`src/rtl/smec_pkg.sv`:
```
// Shared types, character codes and element class codes of the SMILES element counter.
package smec_pkg;

    localparam int CHAR_W     = 8;
    localparam int ELEM_W     = 4;
    localparam int OUT_CNT_W  = 16;
    localparam int NUM_TYPES  = 11;

    typedef logic [CHAR_W-1:0]    char_t;
    typedef logic [ELEM_W-1:0]    elem_t;
    typedef logic [OUT_CNT_W-1:0] out_cnt_t;

    // Element classes, in the order they are reported.
    localparam elem_t ELEM_C     = 4'd0;
    localparam elem_t ELEM_N     = 4'd1;
    localparam elem_t ELEM_O     = 4'd2;
    localparam elem_t ELEM_F     = 4'd3;
    localparam elem_t ELEM_P     = 4'd4;
    localparam elem_t ELEM_S     = 4'd5;
    localparam elem_t ELEM_CL    = 4'd6;
    localparam elem_t ELEM_BR    = 4'd7;
    localparam elem_t ELEM_I     = 4'd8;
    localparam elem_t ELEM_BORON = 4'd9;
    localparam elem_t ELEM_OTHER = 4'd10;
    localparam elem_t ELEM_LAST  = 4'd10;
    localparam elem_t ELEM_NONE  = 4'd15;

    localparam char_t CH_UPPER_A = 8'h41;
    localparam char_t CH_UPPER_Z = 8'h5A;
    localparam char_t CH_LOWER_A = 8'h61;
    localparam char_t CH_LOWER_Z = 8'h7A;
    localparam char_t CH_DIGIT_0 = 8'h30;
    localparam char_t CH_DIGIT_9 = 8'h39;
    localparam char_t CH_UPPER_B = 8'h42;
    localparam char_t CH_UPPER_C = 8'h43;
    localparam char_t CH_UPPER_F = 8'h46;
    localparam char_t CH_UPPER_I = 8'h49;
    localparam char_t CH_UPPER_N = 8'h4E;
    localparam char_t CH_UPPER_O = 8'h4F;
    localparam char_t CH_UPPER_P = 8'h50;
    localparam char_t CH_UPPER_S = 8'h53;
    localparam char_t CH_LOWER_C = 8'h63;
    localparam char_t CH_LOWER_L = 8'h6C;
    localparam char_t CH_LOWER_N = 8'h6E;
    localparam char_t CH_LOWER_O = 8'h6F;
    localparam char_t CH_LOWER_P = 8'h70;
    localparam char_t CH_LOWER_R = 8'h72;
    localparam char_t CH_LOWER_S = 8'h73;
    localparam char_t CH_OPEN    = 8'h5B;
    localparam char_t CH_CLOSE   = 8'h5D;
    localparam char_t CH_SPACE   = 8'h20;
    localparam char_t CH_TAB     = 8'h09;

    function automatic elem_t elem_of(input char_t c);
        elem_t e;
        unique case (c)
            CH_UPPER_C, CH_LOWER_C: e = ELEM_C;
            CH_UPPER_N, CH_LOWER_N: e = ELEM_N;
            CH_UPPER_O, CH_LOWER_O: e = ELEM_O;
            CH_UPPER_F:             e = ELEM_F;
            CH_UPPER_P, CH_LOWER_P: e = ELEM_P;
            CH_UPPER_S, CH_LOWER_S: e = ELEM_S;
            CH_UPPER_I:             e = ELEM_I;
            CH_UPPER_B:             e = ELEM_BORON;
            default:                e = ELEM_NONE;
        endcase
        return e;
    endfunction

    function automatic logic is_upper(input char_t c);
        return (c >= CH_UPPER_A) && (c <= CH_UPPER_Z);
    endfunction

    function automatic logic is_lower(input char_t c);
        return (c >= CH_LOWER_A) && (c <= CH_LOWER_Z);
    endfunction

    function automatic logic is_digit(input char_t c);
        return (c >= CH_DIGIT_0) && (c <= CH_DIGIT_9);
    endfunction

    function automatic logic is_blank(input char_t c);
        return (c == CH_SPACE) || (c == CH_TAB);
    endfunction

endpackage

```
`src/rtl/smec_in_if.sv`:
```
// Byte channel into the SMILES element counter.
interface smec_in_if import smec_pkg::*; ();
    logic  valid;
    logic  ready;
    char_t char_code;
    logic  final_char;

    modport source (output valid, output char_code, output final_char, input ready);
    modport sink   (input valid, input char_code, input final_char, output ready);
endinterface

```
`src/rtl/smec_out_if.sv`:
```
// Count result channel out of the SMILES element counter.
interface smec_out_if import smec_pkg::*; ();
    logic     valid;
    logic     ready;
    elem_t    element_index;
    out_cnt_t element_count;
    out_cnt_t atom_total;
    logic     parse_ok;
    logic     last_result;

    modport source (output valid, output element_index, output element_count,
                    output atom_total, output parse_ok, output last_result, input ready);
    modport sink   (input valid, input element_index, input element_count,
                    input atom_total, input parse_ok, input last_result, output ready);
endinterface

```
`src/rtl/smiles_element_counter.sv`:
```
// SMILES element counter: byte parser, per-class counters and result drain bank.
//
//   channel    dir   payload                                         per item
//   byte_in    in    char_code, final_char                           one string byte
//   count_out  out   element_index, element_count, atom_total,       one element class
//                    parse_ok, last_result
//
// Bytes are taken one per cycle into an input register, except while a final byte is held
// there; the parser updates its mode and counters from that register. The final byte of a
// string copies the counts into a bank that drains eleven items, one per cycle while
// count_out is ready, and clears the parser, so the next string can stream in meanwhile.
// A final byte waits in the input register only while the bank still holds the
// previous string's results; the bank reloads in the cycle its last item is taken.
// Reset clears the parser, the counters and both valid flags at once.
module smiles_element_counter
    import smec_pkg::*;
#(
    parameter int COUNT_WIDTH = 16
)
(
    input  logic clk,
    input  logic rst_n,
    smec_in_if.sink    byte_in,
    smec_out_if.source count_out
);

    typedef enum logic [2:0] {
        MODE_OUT,
        MODE_PEND_C,
        MODE_PEND_B,
        MODE_BR_DIG,
        MODE_BR_SYM,
        MODE_BR_NEED,
        MODE_BR_SKIP,
        MODE_DONE
    } mode_t;

    typedef logic [COUNT_WIDTH-1:0] cnt_t;

    function automatic cnt_t sat_add(input cnt_t v, input logic [1:0] n);
        logic [COUNT_WIDTH:0] s;
        s = {1'b0, v} + {{(COUNT_WIDTH-1){1'b0}}, n};
        return s[COUNT_WIDTH] ? {COUNT_WIDTH{1'b1}} : s[COUNT_WIDTH-1:0];
    endfunction

    function automatic out_cnt_t to_out(input cnt_t v);
        logic [COUNT_WIDTH+OUT_CNT_W-1:0] ext;
        ext = {{OUT_CNT_W{1'b0}}, v};
        return ext[OUT_CNT_W-1:0];
    endfunction

    // Input register.
    logic  in_valid_reg;
    char_t in_char_reg;
    logic  in_final_reg;

    // Parser state.
    mode_t mode_reg, mode_next;
    char_t held_reg, held_next;
    logic  failed_reg, failed_next;
    cnt_t  cnt_reg  [NUM_TYPES];
    cnt_t  cnt_next [NUM_TYPES];
    cnt_t  total_reg, total_next;

    // Result bank.
    logic     busy_reg;
    elem_t    idx_reg;
    cnt_t     snap_reg [NUM_TYPES];
    out_cnt_t snap_total_reg;
    logic     snap_ok_reg;

    logic       out_take;
    logic       bank_free;
    logic       proc;
    logic       load;
    logic       run_out;
    logic       run_skip;
    logic       fin_failed;
    logic [1:0] tot_inc;
    elem_t      ev_a, ev_b, ev_c;
    elem_t      held_elem;
    elem_t      char_elem;
    logic [1:0] bump_n [NUM_TYPES];

    assign out_take  = busy_reg && count_out.ready;
    assign bank_free = !busy_reg || (out_take && (idx_reg == ELEM_LAST));
    assign proc      = in_valid_reg && (!in_final_reg || bank_free);
    assign load      = proc && in_final_reg;

    assign byte_in.ready = !in_valid_reg || proc;

    assign held_elem = elem_of(held_reg);
    assign char_elem = elem_of(in_char_reg);

    // Each byte can raise at most three class events: a pending or bracket symbol,
    // a plain atom (also one after a pending C or B), and the end-of-string completion.
    always_comb
    begin
        mode_next   = mode_reg;
        held_next   = held_reg;
        failed_next = failed_reg;
        ev_a        = ELEM_NONE;
        ev_b        = ELEM_NONE;
        ev_c        = ELEM_NONE;
        tot_inc     = 2'd0;
        run_out     = 1'b0;
        run_skip    = 1'b0;
        fin_failed  = 1'b0;

        unique case (mode_reg)
            MODE_OUT:
            begin
                run_out = 1'b1;
            end
            MODE_PEND_C:
            begin
                mode_next = MODE_OUT;
                tot_inc   = 2'd1;
                if (in_char_reg == CH_LOWER_L)
                begin
                    ev_a = ELEM_CL;
                end
                else
                begin
                    ev_a    = ELEM_C;
                    run_out = 1'b1;
                end
            end
            MODE_PEND_B:
            begin
                mode_next = MODE_OUT;
                tot_inc   = 2'd1;
                if (in_char_reg == CH_LOWER_R)
                begin
                    ev_a = ELEM_BR;
                end
                else
                begin
                    ev_a    = ELEM_BORON;
                    run_out = 1'b1;
                end
            end
            MODE_BR_DIG:
            begin
                if (!is_digit(in_char_reg))
                begin
                    if (is_upper(in_char_reg)
                        || (is_lower(in_char_reg) && (char_elem != ELEM_NONE)))
                    begin
                        held_next = in_char_reg;
                        mode_next = MODE_BR_SYM;
                    end
                    else
                    begin
                        failed_next = 1'b1;
                        mode_next   = MODE_DONE;
                    end
                end
            end
            MODE_BR_SYM:
            begin
                if (is_upper(held_reg) && is_lower(in_char_reg))
                begin
                    if ((held_reg == CH_UPPER_C) && (in_char_reg == CH_LOWER_L))
                    begin
                        ev_a      = ELEM_CL;
                        mode_next = MODE_BR_NEED;
                    end
                    else if (held_reg == CH_UPPER_B)
                    begin
                        // B with another lowercase letter is a token of no class.
                        if (in_char_reg == CH_LOWER_R)
                        begin
                            ev_a = ELEM_BR;
                        end
                        mode_next = MODE_BR_NEED;
                    end
                    else
                    begin
                        ev_a      = ELEM_OTHER;
                        mode_next = MODE_BR_SKIP;
                    end
                end
                else
                begin
                    ev_a      = (held_elem != ELEM_NONE) ? held_elem : ELEM_OTHER;
                    mode_next = MODE_BR_SKIP;
                    run_skip  = 1'b1;
                end
            end
            MODE_BR_NEED:
            begin
                mode_next = MODE_BR_SKIP;
                run_skip  = 1'b1;
            end
            MODE_BR_SKIP:
            begin
                run_skip = 1'b1;
            end
            MODE_DONE:
            begin
            end
        endcase

        if (run_out)
        begin
            priority if (is_blank(in_char_reg))
            begin
                mode_next = MODE_DONE;
            end
            else if (in_char_reg == CH_UPPER_C)
            begin
                mode_next = MODE_PEND_C;
            end
            else if (in_char_reg == CH_UPPER_B)
            begin
                mode_next = MODE_PEND_B;
            end
            else if (in_char_reg == CH_OPEN)
            begin
                mode_next = MODE_BR_DIG;
            end
            else if (in_char_reg == CH_CLOSE)
            begin
                failed_next = 1'b1;
                mode_next   = MODE_DONE;
            end
            else if (char_elem != ELEM_NONE)
            begin
                ev_b    = char_elem;
                tot_inc = tot_inc + 2'd1;
            end
            else
            begin
            end
        end

        if (run_skip)
        begin
            if (in_char_reg == CH_CLOSE)
            begin
                tot_inc   = tot_inc + 2'd1;
                mode_next = MODE_OUT;
            end
            else if (is_blank(in_char_reg))
            begin
                failed_next = 1'b1;
                mode_next   = MODE_DONE;
            end
        end

        // End of string: settle whatever the last byte left open.
        fin_failed = failed_next;
        if (in_final_reg)
        begin
            unique case (mode_next)
                MODE_PEND_C:
                begin
                    ev_c    = ELEM_C;
                    tot_inc = tot_inc + 2'd1;
                end
                MODE_PEND_B:
                begin
                    ev_c    = ELEM_BORON;
                    tot_inc = tot_inc + 2'd1;
                end
                MODE_BR_DIG, MODE_BR_SYM, MODE_BR_NEED:
                begin
                    fin_failed = 1'b1;
                end
                MODE_BR_SKIP:
                begin
                    tot_inc = tot_inc + 2'd1;
                end
                default:
                begin
                end
            endcase
        end

        for (int i = 0; i < NUM_TYPES; i++)
        begin
            bump_n[i]   = 2'((ev_a == elem_t'(i))) + 2'((ev_b == elem_t'(i)))
                        + 2'((ev_c == elem_t'(i)));
            cnt_next[i] = sat_add(cnt_reg[i], bump_n[i]);
        end
        total_next = sat_add(total_reg, tot_inc);
    end

    always_ff @(posedge clk or negedge rst_n)
    begin
        if (!rst_n)
        begin
            in_valid_reg   <= 1'b0;
            in_char_reg    <= '0;
            in_final_reg   <= 1'b0;
            mode_reg       <= MODE_OUT;
            held_reg       <= '0;
            failed_reg     <= 1'b0;
            total_reg      <= '0;
            busy_reg       <= 1'b0;
            idx_reg        <= ELEM_C;
            snap_total_reg <= '0;
            snap_ok_reg    <= 1'b0;
            for (int i = 0; i < NUM_TYPES; i++)
            begin
                cnt_reg[i]  <= '0;
                snap_reg[i] <= '0;
            end
        end
        else
        begin
            if (byte_in.valid && byte_in.ready)
            begin
                in_valid_reg <= 1'b1;
                in_char_reg  <= byte_in.char_code;
                in_final_reg <= byte_in.final_char;
            end
            else if (proc)
            begin
                in_valid_reg <= 1'b0;
            end

            if (load)
            begin
                mode_reg   <= MODE_OUT;
                held_reg   <= '0;
                failed_reg <= 1'b0;
                total_reg  <= '0;
                for (int i = 0; i < NUM_TYPES; i++)
                begin
                    cnt_reg[i] <= '0;
                end
            end
            else if (proc)
            begin
                mode_reg   <= mode_next;
                held_reg   <= held_next;
                failed_reg <= failed_next;
                total_reg  <= total_next;
                for (int i = 0; i < NUM_TYPES; i++)
                begin
                    cnt_reg[i] <= cnt_next[i];
                end
            end

            // The bank shifts down as items are taken, so slot 0 is always on the port.
            if (load)
            begin
                busy_reg       <= 1'b1;
                idx_reg        <= ELEM_C;
                snap_total_reg <= fin_failed ? '0 : to_out(total_next);
                snap_ok_reg    <= !fin_failed;
                for (int i = 0; i < NUM_TYPES; i++)
                begin
                    snap_reg[i] <= cnt_next[i];
                end
            end
            else if (out_take)
            begin
                if (idx_reg == ELEM_LAST)
                begin
                    busy_reg <= 1'b0;
                end
                idx_reg <= idx_reg + elem_t'(1);
                for (int i = 0; i < NUM_TYPES - 1; i++)
                begin
                    snap_reg[i] <= snap_reg[i+1];
                end
            end
        end
    end

    assign count_out.valid         = busy_reg;
    assign count_out.element_index = idx_reg;
    assign count_out.element_count = to_out(snap_reg[0]);
    assign count_out.atom_total    = snap_total_reg;
    assign count_out.parse_ok      = snap_ok_reg;
    assign count_out.last_result   = (idx_reg == ELEM_LAST);

endmodule
```
`src/flat_wrapper.sv`:
```
// flat-port wrapper written by rule: the top's interface ports become plain ports
module smiles_element_counter_flat import smec_pkg::*;
#(
    parameter int COUNT_WIDTH = 16
)
  (clk, rst_n, byte_in_valid, byte_in_char_code, byte_in_final_char, byte_in_ready, count_out_valid, count_out_element_index, count_out_element_count, count_out_atom_total, count_out_parse_ok, count_out_last_result, count_out_ready);
  smec_in_if byte_in_i ();
  smec_out_if count_out_i ();
  input  logic clk;
  input  logic rst_n;
  input wire logic [$bits(byte_in_i.valid)-1:0] byte_in_valid;
  input wire logic [$bits(byte_in_i.char_code)-1:0] byte_in_char_code;
  input wire logic [$bits(byte_in_i.final_char)-1:0] byte_in_final_char;
  output wire logic [$bits(byte_in_i.ready)-1:0] byte_in_ready;
  output wire logic [$bits(count_out_i.valid)-1:0] count_out_valid;
  output wire logic [$bits(count_out_i.element_index)-1:0] count_out_element_index;
  output wire logic [$bits(count_out_i.element_count)-1:0] count_out_element_count;
  output wire logic [$bits(count_out_i.atom_total)-1:0] count_out_atom_total;
  output wire logic [$bits(count_out_i.parse_ok)-1:0] count_out_parse_ok;
  output wire logic [$bits(count_out_i.last_result)-1:0] count_out_last_result;
  input wire logic [$bits(count_out_i.ready)-1:0] count_out_ready;
  assign byte_in_i.valid = byte_in_valid;
  assign byte_in_i.char_code = byte_in_char_code;
  assign byte_in_i.final_char = byte_in_final_char;
  assign byte_in_ready = byte_in_i.ready;
  assign count_out_valid = count_out_i.valid;
  assign count_out_element_index = count_out_i.element_index;
  assign count_out_element_count = count_out_i.element_count;
  assign count_out_atom_total = count_out_i.atom_total;
  assign count_out_parse_ok = count_out_i.parse_ok;
  assign count_out_last_result = count_out_i.last_result;
  assign count_out_i.ready = count_out_ready;
  smiles_element_counter #(.COUNT_WIDTH(COUNT_WIDTH)) u_core (.clk(clk), .rst_n(rst_n), .byte_in(byte_in_i), .count_out(count_out_i));
endmodule
```
`config.mk`:
```
export PLATFORM = sky130hd
export DESIGN_NAME = smiles_element_counter_flat
export DESIGN_NICKNAME = d
export VERILOG_FILES = /design/src/rtl/smec_pkg.sv /design/src/rtl/smec_in_if.sv /design/src/rtl/smec_out_if.sv /design/src/rtl/smiles_element_counter.sv /design/src/flat_wrapper.sv
export SDC_FILE = /design/constraint.sdc
export NUM_CORES = 1
export LEC_CHECK = 0
export ABC_AREA = 1
export BUFFER_PORTS_ARGS = -buffer_cell sky130_fd_sc_hd__buf_2
export CAP_MARGIN = 20
export CORE_ASPECT_RATIO = 1.4
export CORE_MARGIN = 2
export CORE_UTILIZATION = 40
export DETAILED_ROUTE_END_ITERATION = 7
export GPL_TIMING_DRIVEN = 0
export PLACE_DENSITY = 0.63
export SYNTH_ARGS = -nofsm -noshare
export SYNTH_HDL_FRONTEND = slang
export SYNTH_SLANG_ARGS = --single-unit
```
`constraint.sdc`:
```
create_clock -name clk -period 11.45 [get_ports clk]
set_clock_uncertainty 0.2 [all_clocks]
set_input_delay 0.5725 -clock clk [delete_from_list [all_inputs] [get_ports clk]]
set_output_delay 0.5725 -clock clk [all_outputs]
set_load 0.05 [all_outputs]
```
==> results.json <==
{
  "rows": 101,
  "grt_pass1_wl_um": 113000,
  "initial_utilization_pct": 40.5,
  "period_share_pct": 46.4,
  "yosys.cell_types.count": 53,
  "largest_reg_flops": 176,
  "crit_arrival_ns": 5.60,
  "period_minus_slack_ns": 5.32,
  "finalSetupViolCount": 0,
  "syn-mean-instance-area_um2": 8.02,
  "min_to": "u_core.in_char_reg[6]",
  "cts-root-buf": "clkbuf_16",
  "grt-ovfl-total": 0,
  "syn_area_um2": 22000,
  "drtPass1Iterations": 6,
  "yosysSeqAreaShare_pct": 47.0,
  "area_growth_pct": 12.5,
  "drt-vias-per-instance": 5.55,
  "rr_endpoint": "u_core.cnt_reg[64]",
  "ys.flop_type": "dfrtp_1",
  "final_hold_viol_count": 0,
  "rsz0062_at_grt": "false",
  "dp_hpwl_um": 53500,
  "tritoncts": "built",
  "die_x_um": 202,
  "grt_usage_pct": 25.5,
  "cts.sinks": 412,
  "route.vias.total": 19986,
  "synthDominantCellAreaShare_pct": 47.0,
  "fmax_ghz": 0.188,
  "setup_tns_ns": 0,
  "drtIter0Drc": 1321,
  "powerDensity_nw_per_um2": 277,
  "max_slew_margin_pct": 26.6,
  "fp.coreArea_um2": 54200,
  "final_cells": 3598,
  "clock_latency_ns": 0.56,
  "worstSetupStartpointType": "register",
  "cp_max_fo": 10,
  "htree_levels": 2,
  "yosysWarnings": 0,
  "routabilityCongestion": 0.944,
  "timing.hold.ws_ns": 0.0524,
  "io_buffers": 52,
  "tightest_slew_ns": 1.10,
  "antenna_found_initial": 0,
  "place_inst": 3519,
  "drtAntennaViolNets": 0,
  "wl_um": 71900,
  "drc": 0,
  "synth_async_sr_flop_share_pct": 100,
  "ios": 53,
  "wl_per_cell_um": 20.0,
  "endpoint_kind": "register",
  "synthTopCellsByArea": "dfrtp_1 (47%), nand2_1 (9.5%), nand3_1 (5.4%)",
  "cp.required_ns": 11.73,
  "r2r_slack_ns": 6.13,
  "drv_cap": 0,
  "post_cts_buffers": 0,
  "worst-setup-path-type": "reg2reg",
  "grt_max_degree": 116,
  "nFillCells": 5312,
  "irDropWorstVdd_mv": 0.153,
  "fin_nets": 2892,
  "status": "complete, no violations",
  "synth_top_area_cell": "dfrtp_1",
  "drv_slew": 0,
  "min_from": "byte_in_char_code[6]",
  "ctsLongestPathBuffers": 3,
  "synth_seq_cells": 412,
  "whs_path_depth": 2,
  "leakage_nw": 11.1,
  "hold_class": "in2reg",
  "reg2reg_depth": 20,
  "final_layout_size_suffix_gt1_share_pct": 8.24,
  "worstReg2RegStart": "u_core.in_char_reg[4]",
  "grt_pass1_vias": 20085,
  "synth_edf_count": 0,
  "fp.dieH_um": 281,
  "postLayoutCoreUtil_pct": 45.5,
  "synth_cells": 2738,
  "die_area_um2": 56800,
  "path_clk_slew_ns": 0.07,
  "cts_buffers": 44
}
[through the flow]
step	cell area (µm²)	worst slack [ns]	total power [mW]
after floorplan	22000	7.43	4.32
final	24700	6.13	6.83
after global routing	24700	5.70	7.23
after global placement	23100	1.12	5.28
after CTS	24700	6.22	6.81
after detailed placement	23300	6.25	5.37
[cells by family after synthesis]
kind of cell | synth area share [%]
AOI/OAI and AO/OA | 15.1
xor gates and xnor gates | 3.03
adders and majority gates | 2.45
buffers and inverters | 8.25
DFF | 47.0
muxes | 0.0513
other | 0.0342
and+or+nand+nor | 24.2
[worst max-delay path by stage]
stage,start,endpoint,slack [ns],depth (start not counted)
after CTS,u_core.in_char_reg[4],u_core.snap_reg[78],6.22,21
after global placement,rst_n,u_core.cnt_reg[77],1.12,1
after detailed placement,u_core.in_char_reg[4],u_core.snap_reg[78],6.25,21
final,u_core.in_char_reg[4],u_core.cnt_reg[64],6.13,20
after floorplan,u_core.in_char_reg[4],u_core.cnt_reg[171],7.43,26
after global routing,u_core.mode_reg[2],u_core.snap_reg[47],5.70,23
[where the power goes]
part	leakage [nW]	total [mW]	switching (mW)	internal, mW
clock	0.691	1.43	0.610	0.823
sequential	5.54	2.48	0.447	2.03
combinational	4.83	2.92	2.08	0.840
[layer usage]
layer  wire length (µm)  vias to the layer above  track usage, %
met1              27600                     9785            29.3
met5                  0                        -               0
met4               4360                        0            14.3
met3               3580                      188            3.33
met2              36400                      638            45.8
li1                   -                     9375               -
[cell usage in the layout (no fill, tap or decap), types with 72 or more instances in the layout]
master,instances
dfrtp_1,412
inv_1,297
o211ai_1,87
xor2_1,72
a21oi_1,88
nand2_1,553
o22ai_1,118
buf_2,79
nand3_1,237
nor2_1,267
o21ai_0,183
clkbuf_1,87
[timing repair]
action	4_1_cts	5_1_grt
hold endpoints to repair	51	0
hold buffers	1	0
setup endpoints to repair	0	0
gates resized for setup	0	0
[final cells by class]
cell class | count | area, µm² | share of cell area (%)
Multi-Input combinational cell | 1878 | 9850 | 39.9
Antenna cell | 2 | 5.00 | 0.0203
Sequential cell | 412 | 10300 | 41.8
Inverter | 308 | 1160 | 4.68
Tap cell | 721 | 902 | 3.65
Clock buffer | 64 | 1290 | 5.21
Buffer | 143 | 654 | 2.65
Clock inverter | 12 | 123 | 0.497
Timing Repair Buffer | 58 | 405 | 1.64
[Yosys cell counts, types with 19 or more instances]
master and n:
a21oi_1 88, buf_2 28, clkbuf_1 77, dfrtp_1 412, ha_1 19, inv_1 297
nand2_1 553, nand3_1 237, nand4_1 35, nor2_1 268, nor3_1 49, o211ai_1 87
o21ai_0 183, o221ai_1 37, o22ai_1 118, or2_2 21, xor2_1 72
[worst max-delay path: stages, from the launching register on]
cell and delay (ns):
dfrtp_1 0.35, buf_2 0.18, inv_2 0.15, nand2_1 0.07, nor2_1 0.14, nand2_1 0.08
o21ai_2 0.09, nand3_2 0.15, o211ai_1 0.22, nand3_1 0.22, nor2_1 0.26, nor3b_1 0.92
ha_1 0.35, fa_1 0.21, nand2_1 0.11, nor3_1 0.34, nand4_1 0.22, inv_1 0.16
clkbuf_1 0.43, nor2_1 0.21, o21ai_0 0.20
No activity file was read; power rests on OpenSTA's default activity.
